**src/rtl/core/kpcalc_pkg.sv**
```systemverilog
package kpcalc_pkg;

    // Default operand width; the result field is always 32 bits.
    localparam int unsigned DATA_WIDTH_DEF = 32;

    localparam int unsigned KEY_W      = 8;
    localparam int unsigned VALUE_W    = 32;
    localparam int unsigned STATUS_W   = 2;
    // Value and status packed, padded up to whole bytes.
    localparam int unsigned OUT_DATA_W = ((VALUE_W + STATUS_W + 7) / 8) * 8;
    localparam int unsigned OUT_PAD_W  = OUT_DATA_W - VALUE_W - STATUS_W;

    localparam logic [KEY_W-1:0] KEY_CLEAR  = 8'h63;  // 'c'
    localparam logic [KEY_W-1:0] KEY_EQUALS = 8'h3D;  // '='
    localparam logic [KEY_W-1:0] KEY_MINUS  = 8'h2D;  // '-'
    localparam logic [KEY_W-1:0] KEY_PLUS   = 8'h2B;  // '+'
    localparam logic [KEY_W-1:0] KEY_STAR   = 8'h2A;  // '*'
    localparam logic [KEY_W-1:0] KEY_SLASH  = 8'h2F;  // '/'
    localparam logic [KEY_W-1:0] KEY_ZERO   = 8'h30;  // '0'
    localparam logic [KEY_W-1:0] KEY_NINE   = 8'h39;  // '9'

    typedef enum logic [STATUS_W-1:0] {
        ST_OK        = 2'd0,
        ST_MALFORMED = 2'd1,
        ST_DIV_ZERO  = 2'd2,
        ST_NEG_ZERO  = 2'd3
    } calc_status_t;

    typedef enum logic [2:0] {
        OP_PASS,
        OP_ADD,
        OP_SUB,
        OP_MUL,
        OP_DIV
    } op_kind_t;

    // Commands from the controller to the datapath.
    typedef struct packed {
        logic key_take;   // parse a key other than '='
        logic eval_take;  // '=' accepted: capture operands, clear the entry state
        logic setup;      // prepare the operation
        logic step;       // one iteration of the shared multiply/divide unit
        logic finish;     // collect the iterative result
        logic out_load;   // move the result into the output register
    } dp_cmd_t;

    // Status from the datapath back to the controller.
    typedef struct packed {
        logic key_is_equals;
        logic needs_iter;
    } dp_stat_t;

endpackage

```
**src/rtl/core/kpcalc_muldiv.sv**
```systemverilog
module kpcalc_muldiv #(
    parameter int unsigned WIDTH = 32
) (
    input  logic             aclk,
    input  logic             load,
    input  logic             step,
    input  logic             is_div,
    input  logic [WIDTH-1:0] opa,
    input  logic [WIDTH-1:0] opb,
    output logic [WIDTH-1:0] result
);

    // Restoring division of magnitudes, or shift-and-add multiplication
    // keeping the low WIDTH bits. Both consume one bit of opa per step.
    logic [WIDTH-1:0] acc_reg;
    logic [WIDTH-1:0] shf_reg;
    logic [WIDTH-1:0] opd_reg;
    logic             div_mode_reg;
    logic [WIDTH:0]   trial;
    logic [WIDTH-1:0] addend;

    assign trial  = {acc_reg, shf_reg[WIDTH-1]} - {1'b0, opd_reg};
    assign addend = shf_reg[WIDTH-1] ? opd_reg : '0;

    always_ff @(posedge aclk) begin
        if (load) begin
            acc_reg      <= '0;
            shf_reg      <= opa;
            opd_reg      <= opb;
            div_mode_reg <= is_div;
        end else if (step) begin
            if (div_mode_reg) begin
                // The sign of the trial difference shows whether the divisor fits.
                if (!trial[WIDTH]) begin
                    acc_reg <= trial[WIDTH-1:0];
                    shf_reg <= {shf_reg[WIDTH-2:0], 1'b1};
                end else begin
                    acc_reg <= {acc_reg[WIDTH-2:0], shf_reg[WIDTH-1]};
                    shf_reg <= {shf_reg[WIDTH-2:0], 1'b0};
                end
            end else begin
                acc_reg <= {acc_reg[WIDTH-2:0], 1'b0} + addend;
                shf_reg <= {shf_reg[WIDTH-2:0], 1'b0};
            end
        end
    end

    assign result = div_mode_reg ? shf_reg : acc_reg;

endmodule

```
**src/rtl/core/kpcalc_dp.sv**
```systemverilog
module kpcalc_dp #(
    parameter int unsigned DATA_WIDTH = kpcalc_pkg::DATA_WIDTH_DEF
) (
    input  logic                               aclk,
    input  logic                               aresetn,
    input  logic [kpcalc_pkg::KEY_W-1:0]       key_code,
    input  kpcalc_pkg::dp_cmd_t                cmd,
    output kpcalc_pkg::dp_stat_t               stat,
    output logic [kpcalc_pkg::VALUE_W-1:0]     out_value,
    output kpcalc_pkg::calc_status_t           out_status
);

    import kpcalc_pkg::*;

    localparam int unsigned W = DATA_WIDTH;

    // Entry state, built up key by key.
    logic               nothing_stored_reg;
    logic [W-1:0]       first_op_reg;
    logic [W-1:0]       second_op_reg;
    logic [KEY_W-1:0]   op_char_reg;
    logic               op_seen_reg;
    logic               first_neg_reg;
    logic               second_neg_reg;
    logic               first_dig_reg;
    logic               malformed_reg;

    // Evaluation state.
    calc_status_t       status_reg;
    op_kind_t           op_reg;
    logic [W-1:0]       a_reg;
    logic [W-1:0]       b_reg;
    logic [W-1:0]       res_reg;
    logic               neg_q_reg;
    logic [VALUE_W-1:0] out_value_reg;
    calc_status_t       out_status_reg;

    logic               key_is_clear;
    logic               key_is_minus;
    logic               key_is_digit;
    logic [W-1:0]       digit;
    logic [W-1:0]       first_acc;
    logic [W-1:0]       second_acc;
    calc_status_t       status_calc;
    op_kind_t           op_calc;
    logic [W-1:0]       a_mag;
    logic [W-1:0]       b_mag;
    logic               md_load;
    logic               md_is_div;
    logic [W-1:0]       md_opa;
    logic [W-1:0]       md_opb;
    logic [W-1:0]       md_result;

    assign key_is_clear       = (key_code == KEY_CLEAR);
    assign key_is_minus       = (key_code == KEY_MINUS);
    assign key_is_digit       = (key_code >= KEY_ZERO) && (key_code <= KEY_NINE);
    assign stat.key_is_equals = (key_code == KEY_EQUALS);

    // The low nibble of an ASCII digit is its value.
    assign digit      = W'(key_code[3:0]);
    assign first_acc  = (first_op_reg << 3) + (first_op_reg << 1) + digit;
    assign second_acc = (second_op_reg << 3) + (second_op_reg << 1) + digit;

    always_comb begin
        if (malformed_reg) begin
            status_calc = ST_MALFORMED;
        end else if (op_seen_reg && (op_char_reg == KEY_SLASH) && (second_op_reg == '0)) begin
            status_calc = ST_DIV_ZERO;
        end else if ((first_neg_reg && (first_op_reg == '0)) ||
                     (second_neg_reg && (second_op_reg == '0))) begin
            status_calc = ST_NEG_ZERO;
        end else begin
            status_calc = ST_OK;
        end
    end

    always_comb begin
        if (!op_seen_reg) begin
            op_calc = OP_PASS;
        end else begin
            unique case (op_char_reg)
                KEY_PLUS:  op_calc = OP_ADD;
                KEY_MINUS: op_calc = OP_SUB;
                KEY_STAR:  op_calc = OP_MUL;
                KEY_SLASH: op_calc = OP_DIV;
                default:   op_calc = OP_PASS;
            endcase
        end
    end

    always_ff @(posedge aclk) begin
        if (!aresetn || cmd.eval_take) begin
            nothing_stored_reg <= 1'b1;
            first_op_reg       <= '0;
            second_op_reg      <= '0;
            op_char_reg        <= '0;
            op_seen_reg        <= 1'b0;
            first_neg_reg      <= 1'b0;
            second_neg_reg     <= 1'b0;
            first_dig_reg      <= 1'b0;
            malformed_reg      <= 1'b0;
        end else if (cmd.key_take && !key_is_clear) begin
            nothing_stored_reg <= 1'b0;
            if (nothing_stored_reg && key_is_minus) begin
                first_neg_reg <= 1'b1;
            end else if (op_seen_reg && key_is_minus) begin
                second_neg_reg <= 1'b1;
            end else if (key_is_digit) begin
                if (!op_seen_reg) begin
                    first_op_reg  <= first_acc;
                    first_dig_reg <= 1'b1;
                end else begin
                    second_op_reg <= second_acc;
                end
            end else if (!op_seen_reg && first_dig_reg) begin
                op_char_reg <= key_code;
                op_seen_reg <= 1'b1;
            end else begin
                malformed_reg <= 1'b1;
            end
        end
    end

    assign a_mag = a_reg[W-1] ? -a_reg : a_reg;
    assign b_mag = b_reg[W-1] ? -b_reg : b_reg;

    assign md_load   = cmd.setup;
    assign md_is_div = (op_reg == OP_DIV);
    assign md_opa    = md_is_div ? a_mag : a_reg;
    assign md_opb    = md_is_div ? b_mag : b_reg;

    assign stat.needs_iter = (status_reg == ST_OK) && ((op_reg == OP_MUL) || (op_reg == OP_DIV));

    always_ff @(posedge aclk) begin
        if (cmd.eval_take) begin
            status_reg <= status_calc;
            op_reg     <= op_calc;
            a_reg      <= first_neg_reg ? -first_op_reg : first_op_reg;
            b_reg      <= second_neg_reg ? -second_op_reg : second_op_reg;
        end
        if (cmd.setup) begin
            neg_q_reg <= a_reg[W-1] ^ b_reg[W-1];
            case (op_reg)
                OP_ADD:  res_reg <= a_reg + b_reg;
                OP_SUB:  res_reg <= a_reg - b_reg;
                default: res_reg <= a_reg;
            endcase
        end
        if (cmd.finish) begin
            if (op_reg == OP_MUL) begin
                res_reg <= md_result;
            end else if (op_reg == OP_DIV) begin
                res_reg <= neg_q_reg ? -md_result : md_result;
            end
        end
        if (cmd.out_load) begin
            out_value_reg  <= (status_reg == ST_OK) ? VALUE_W'(signed'(res_reg)) : '0;
            out_status_reg <= status_reg;
        end
    end

    kpcalc_muldiv #(
        .WIDTH (W)
    ) u_muldiv (
        .aclk   (aclk),
        .load   (md_load),
        .step   (cmd.step),
        .is_div (md_is_div),
        .opa    (md_opa),
        .opb    (md_opb),
        .result (md_result)
    );

    assign out_value  = out_value_reg;
    assign out_status = out_status_reg;

endmodule

```
**src/rtl/core/kpcalc_ctrl.sv**
```systemverilog
module kpcalc_ctrl #(
    parameter int unsigned DATA_WIDTH = kpcalc_pkg::DATA_WIDTH_DEF
) (
    input  logic                 aclk,
    input  logic                 aresetn,
    input  logic                 s_tvalid,
    output logic                 s_tready,
    output logic                 m_tvalid,
    input  logic                 m_tready,
    input  kpcalc_pkg::dp_stat_t stat,
    output kpcalc_pkg::dp_cmd_t  cmd
);

    import kpcalc_pkg::*;

    localparam int unsigned CNT_W = (DATA_WIDTH > 1) ? $clog2(DATA_WIDTH) : 1;

    typedef enum logic [2:0] {
        S_IDLE,
        S_SETUP,
        S_ITER,
        S_FINISH,
        S_HOLD
    } state_t;

    state_t           state_reg;
    logic             m_tvalid_reg;
    logic [CNT_W-1:0] count_reg;
    logic             out_free;

    assign out_free = !m_tvalid_reg || m_tready;

    always_ff @(posedge aclk) begin
        if (!aresetn) begin
            state_reg    <= S_IDLE;
            m_tvalid_reg <= 1'b0;
            count_reg    <= '0;
        end else begin
            // A new result may replace one that is taken at this very edge.
            if ((state_reg == S_HOLD) && out_free) begin
                m_tvalid_reg <= 1'b1;
            end else if (m_tvalid_reg && m_tready) begin
                m_tvalid_reg <= 1'b0;
            end
            unique case (state_reg)
                S_IDLE: begin
                    if (s_tvalid && stat.key_is_equals) begin
                        state_reg <= S_SETUP;
                    end
                end
                S_SETUP: begin
                    count_reg <= CNT_W'(DATA_WIDTH - 1);
                    state_reg <= stat.needs_iter ? S_ITER : S_FINISH;
                end
                S_ITER: begin
                    if (count_reg == '0) begin
                        state_reg <= S_FINISH;
                    end else begin
                        count_reg <= count_reg - 1'b1;
                    end
                end
                S_FINISH: begin
                    state_reg <= S_HOLD;
                end
                S_HOLD: begin
                    if (out_free) begin
                        state_reg <= S_IDLE;
                    end
                end
                default: begin
                    state_reg <= S_IDLE;
                end
            endcase
        end
    end

    always_comb begin
        cmd.key_take  = (state_reg == S_IDLE) && s_tvalid && !stat.key_is_equals;
        cmd.eval_take = (state_reg == S_IDLE) && s_tvalid && stat.key_is_equals;
        cmd.setup     = (state_reg == S_SETUP);
        cmd.step      = (state_reg == S_ITER);
        cmd.finish    = (state_reg == S_FINISH);
        cmd.out_load  = (state_reg == S_HOLD) && out_free;
    end

    assign s_tready = (state_reg == S_IDLE);
    assign m_tvalid = m_tvalid_reg;

endmodule

```
**src/rtl/core/keypad_two_operand_calculator.sv**
```systemverilog
// Two-operand keypad calculator. Each input word is one ASCII keystroke: 'c' is ignored, a
// leading '-' negates operand one, digits build the operands (wrapping at DATA_WIDTH bits),
// the first non-digit after a digit of operand one is the operator, and after it any '-'
// negates operand two. On '=' the block sends one output word carrying the value and a status
// (0 ok, 1 malformed entry, 2 division by zero, 3 negated zero operand) and clears itself;
// the value is zero whenever the status is not ok. Ordinary keys are taken whenever the block
// is idle. Once an '=' is taken, no word is accepted while the controller steps through setup,
// iteration when the operator is '*' or '/' and the status is ok (the shared shift-and-add
// multiplier and restoring divider retire one bit per cycle), finish and hold; hold loads the
// result word once the output register is free. A finished result waits in the output
// register and keystrokes continue to be accepted meanwhile; only a following '=' has to wait,
// in its hold state, until the earlier word has been taken.
module keypad_two_operand_calculator #(
    parameter int unsigned DATA_WIDTH = kpcalc_pkg::DATA_WIDTH_DEF
) (
    input  logic                                aclk,
    input  logic                                aresetn,
    // Keystroke channel.
    input  logic                                s_tvalid,
    output logic                                s_tready,
    input  logic [kpcalc_pkg::KEY_W-1:0]        s_tdata,   // [7:0] key_code
    // Result channel.
    output logic                                m_tvalid,
    input  logic                                m_tready,
    output logic [kpcalc_pkg::OUT_DATA_W-1:0]   m_tdata    // [31:0] value, [33:32] status
);

    import kpcalc_pkg::*;

    dp_cmd_t            cmd;
    dp_stat_t           stat;
    logic [VALUE_W-1:0] out_value;
    calc_status_t       out_status;

    // The controller sequences each keystroke and the evaluation on '='.
    kpcalc_ctrl #(
        .DATA_WIDTH (DATA_WIDTH)
    ) u_ctrl (
        .aclk     (aclk),
        .aresetn  (aresetn),
        .s_tvalid (s_tvalid),
        .s_tready (s_tready),
        .m_tvalid (m_tvalid),
        .m_tready (m_tready),
        .stat     (stat),
        .cmd      (cmd)
    );

    // The datapath holds the operands, the arithmetic and the output register.
    kpcalc_dp #(
        .DATA_WIDTH (DATA_WIDTH)
    ) u_dp (
        .aclk       (aclk),
        .aresetn    (aresetn),
        .key_code   (s_tdata),
        .cmd        (cmd),
        .stat       (stat),
        .out_value  (out_value),
        .out_status (out_status)
    );

    assign m_tdata = {{OUT_PAD_W{1'b0}}, out_status, out_value};

    // Once '=' is taken, the block is busy evaluating and takes no further word.
    assert property (@(posedge aclk) disable iff (!aresetn)
        (s_tvalid && s_tready && (s_tdata == KEY_EQUALS)) |=> !s_tready)
        else $error("keystroke accepted during evaluation");

    // A new result only appears at the end of an evaluation, never while idle.
    assert property (@(posedge aclk) disable iff (!aresetn)
        $rose(m_tvalid) |-> $past(!s_tready))
        else $error("result raised without an evaluation");

    // A failed evaluation carries a zero value.
    assert property (@(posedge aclk) disable iff (!aresetn)
        (m_tvalid && (m_tdata[VALUE_W +: STATUS_W] != ST_OK)) |-> (m_tdata[VALUE_W-1:0] == '0))
        else $error("non-zero value with error status");

endmodule
```
**config.mk**
```make
export PLATFORM = sky130hd
export DESIGN_NAME = keypad_two_operand_calculator
export DESIGN_NICKNAME = d
export VERILOG_FILES = /design/src/rtl/core/kpcalc_pkg.sv /design/src/rtl/core/kpcalc_muldiv.sv /design/src/rtl/core/kpcalc_dp.sv /design/src/rtl/core/kpcalc_ctrl.sv /design/src/rtl/core/keypad_two_operand_calculator.sv
export SDC_FILE = /design/constraint.sdc
export NUM_CORES = 1
export LEC_CHECK = 0
export BUFFER_PORTS_ARGS = -buffer_cell sky130_fd_sc_hd__buf_4
export CAP_MARGIN = 0
export CORE_UTILIZATION = 45
export DETAILED_ROUTE_END_ITERATION = 7
export GPL_ROUTABILITY_DRIVEN = 0
export PLACE_DENSITY = 0.72
export SLEW_MARGIN = 20
export SYNTH_ARGS = -nofsm -noshare
export SYNTH_HDL_FRONTEND = slang
export SYNTH_SLANG_ARGS = --single-unit
```
**constraint.sdc**
```tcl
create_clock -name aclk -period 13.09 [get_ports aclk]
set_input_delay 2.618 -clock aclk [delete_from_list [all_inputs] [get_ports aclk]]
set_output_delay 2.618 -clock aclk [all_outputs]
set_load 0.005 [all_outputs]
```
==> load_flow_metrics.sql <==
INSERT INTO impl_metrics (metric_group, metric, value, unit) VALUES
('placed_design', 'detailed_place.area', '25700', 'µm²'),
('routing', 'detail_route.first_pass.iterations', '8', ''),
('routing', 'vias', '21380', ''),
('routing', 'drcViolationCount', '1', ''),
('critical_path', 'cp.arrival', '6.20', 'ns'),
('sta', 'final_hold_viol_count', '0', ''),
('hold_path', 'worst_hold_path_type', 'reg -> reg', ''),
('critical_path', 'r2r_slack', '7.70', 'ns'),
('critical_path', 'setup.worst_path.start', 's_tdata[3]', ''),
('synthesis', 'synth_top_area_share', '20.56', '%'),
('synthesis', 'synth_area', '24690', 'µm²'),
('grt', 'antenna_violations_before_repair', '1', ''),
('synthesis', 'dominantRegCellSynth', 'sky130_fd_sc_hd__edfxtp_1', ''),
('run_status', 'failed_checks', 'design-rule violations', ''),
('cells_and_area', 'final_cell_mix', 'sky130_fd_sc_hd__nand2_1 (333), sky130_fd_sc_hd__a21oi_1 (258), sky130_fd_sc_hd__nor2_1 (220), sky130_fd_sc_hd__ha_1 (218), sky130_fd_sc_hd__o21ai_0 (217)', ''),
('clock_network', 'tritoncts', 'yes', ''),
('cells_and_area', 'layout.nets', '3120', ''),
('power_and_ir_drop', 'power.share.combinational', '32.5', '%'),
('critical_path', 'critical_path.max_fanout', '6', ''),
('grt', 'globalRouteOverflowTotal', '0', ''),
('sta', 'aggregate_negative_setup_slack', '0', 'ns'),
('cells_and_area', 'filler_cell_count', '4946', ''),
('floorplanning', 'initial_core_util', '45.69', '%'),
('clock_network', 'cts_root_buffer_type', 'sky130_fd_sc_hd__clkbuf_16', ''),
('synthesis', 'synth_seq_cells', '320', ''),
('synthesis', 'synth-async-reset-ratio', '0', '%'),
('routing', 'avgViaCountPerCell', '5.921', ''),
('cells_and_area', 'final_area', '27050', 'µm²'),
('sta', 'period_needed', '5.714', 'ns'),
('grt', 'grt_pass1_vias', '20210', ''),
('power_and_ir_drop', 'pwr_density_cell', '134.5', 'nW/µm²'),
('critical_path', 'reg2reg_to', 'u_dp.res_reg[28]', ''),
('critical_path', 'reg2regPathDepth', '19', ''),
('sta', 'worst_hold_slack_after_final_layout', '0.4692', 'ns'),
('synthesis', 'synth.avg_cell_area', '8.584', 'µm²'),
('power_and_ir_drop', 'p_clk_share', '30.8', '%'),
('clock_network', 'tritoncts.num_buffers', '39', ''),
('synthesis', 'synth.lib_cells_used.distinct', '84', ''),
('floorplanning', 'ioPinCount', '54', ''),
('routing', 'detailedRoute.firstIterationViolations', '1705', ''),
('clock_network', 'path_clk_slew', '0.07', 'ns'),
('routing', 'final_antenna_net_count', '0', ''),
('cells_and_area', 'flow.area_growth_from_synthesis', '9.589', '%'),
('sta', 'fmax', '0.1750', 'GHz'),
('grt', 'grt_first_pass_wirelength', '104100', 'µm'),
('synthesis', 'synth-adder-area-share', '11.62', '%'),
('synthesis', 'dominant_combinational_cell_family_by_area_after_synthesis', 'compound AO/OA/AOI/OAI gates', ''),
('power_and_ir_drop', 'cell_internal_pwr', '0.002375', 'W'),
('hold_path', 'hold_path_cell_cnt', '0', ''),
('clock_network', 'post-cts-setup-buffer-count', '0', ''),
('synthesis', 'number_of_synthesized_flops_with_an_enable_pin', '169', ''),
('critical_path', 'r2r-start', 'u_dp.b_reg[0]', ''),
('grt', 'grt.total_usage', '22.80', '%'),
('clock_network', 'clock_sink_count', '320', ''),
('grt', 'pin_count_of_the_biggest_net_entering_global_routing', '83', ''),
('floorplanning', 'die_h', '236.2', 'µm'),
('synthesis', 'synth_xor_area_share', '10.82', '%'),
('placed_design', 'io_buffer_count', '47', ''),
('cells_and_area', 'layout.cells.most_common', 'sky130_fd_sc_hd__nand2_1', ''),
('flow_run', 'max_cap_viol_count', '0', ''),
('synthesis', 'synth_mux_area_share', '2.864', '%'),
('critical_path', 'worst-endpoint-required', '13.58', 'ns'),
('run_status', 'outcome', 'finished with violations', ''),
('synthesis', 'synth.yosys.seq_area_share', '32.80', '%'),
('power_and_ir_drop', 'p_switching', '0.001265', 'W'),
('routing', 'post_drt_wl_per_cell', '17.96', 'µm'),
('critical_path', 'critical_path.endpoint_type', 'register', ''),
('critical_path', 'critical_path_class', 'in -> reg', ''),
('synthesis', 'synthesized_netlist_cell_count', '2876', ''),
('critical_path', 'crit_path_end', 'u_dp.first_op_reg[30]', ''),
('synthesis', 'ys_warn_count', '0', '');
[layer usage]
layer  share of wire [%]  vias to the layer above  global-route usage, %
met1                  45                    10050                  30.80
met4                 2.7                        0                  8.205
met5                   0                        -                      0
li1                    -                    10450                      -
met3                 6.3                      109                  2.364
met2                  46                      768                  37.69
[worst min path at each step]
| stage | start | end | slack (ns) |
|---|---|---|---|
| 2_1_floorplan | u_dp.res_reg[27] | u_dp.res_reg[27] | 0.43 |
| 3_3_place_gp | u_dp.first_dig_reg | u_dp.first_dig_reg | 0.46 |
| 3_5_place_dp | u_dp.status_reg[1] | u_dp.out_status[1] | 0.46 |
| 4_1_cts | u_dp.status_reg[1] | u_dp.out_status[1] | 0.47 |
| 5_1_grt | u_dp.status_reg[1] | u_dp.out_status[1] | 0.48 |
| 6_report | u_dp.status_reg[1] | u_dp.out_status[1] | 0.47 |
[cells by family after synthesis]
| logic type | Yosys count |
|---|---|
| DFF | 320 |
| and+or+nand+nor | 920 |
| AOI/OAI and AO/OA | 834 |
| other | 1 |
| muxes | 68 |
| adders and majority gates | 225 |
| buffers and inverters | 204 |
| xor gates and xnor gates | 304 |
[through the flow]
step                power [W]  cells  utilization [%]  setup slack [ns]
floorplan            0.002226   2881                -             7.340
global placement     0.002453   3537            47.58             6.906
detailed placement   0.002498   3537            47.58             6.873
CTS                  0.003632   3609            50.02             7.470
global route         0.003831   3610            50.07             7.149
finish               0.003640   3610            50.07             7.376
[worst max-delay path: stages]
cell and delay, ns:
sky130_fd_sc_hd__buf_4 0.14, sky130_fd_sc_hd__fa_1 0.53, sky130_fd_sc_hd__fa_1 0.48, sky130_fd_sc_hd__a21o_1 0.19, sky130_fd_sc_hd__and4_1 0.21, sky130_fd_sc_hd__or3_1 0.39
sky130_fd_sc_hd__nand3_1 0.17, sky130_fd_sc_hd__o31a_1 0.20, sky130_fd_sc_hd__o21ai_0 0.23, sky130_fd_sc_hd__a221oi_1 0.54, sky130_fd_sc_hd__o21ai_0 0.21, sky130_fd_sc_hd__xnor2_1 0.15
sky130_fd_sc_hd__o21ai_0 0.14
[power groups by stage]
stage	sequential [W]	clock, W	combinational (W)
3_3_place_gp	0.00134	0	0.00111
6_report	0.00134	0.00112	0.00118
3_5_place_dp	0.00135	0	0.00115
4_1_cts	0.00133	0.00114	0.00116
5_1_grt	0.00135	0.00118	0.00131
2_1_floorplan	0.00128	0	0.000950
[synth_stat cells, drive strengths merged (16+ instances only)]
cell	number
nand2	333
a21oi	258
nor2	221
o21ai	220
ha	218
xnor2	212
edfxtp	169
dfxtp	151
xor2	92
inv	91
clkbuf	88
a21o	58
nand3	51
mux2i	47
nor3	47
and2	45
nand2b	43
o31ai	38
or3	37
a211oi	32
o21a	28
o22ai	28
nor2b	26
and3	25
buf	24
o211ai	24
mux2	21
a22oi	20
a31oi	20
o21bai	18
or4	16
[area by class of cell]
type | instances | area share [%]
flip-flops and latches | 320 | 29.94
repair buffers | 73 | 2.100
multi-input cells | 2357 | 58.59
clock inverters | 24 | 1.031
clock buffers | 48 | 3.848
well taps | 696 | 3.219
inverters | 92 | 1.276
Note: power is estimated with default switching activity, not from simulation.
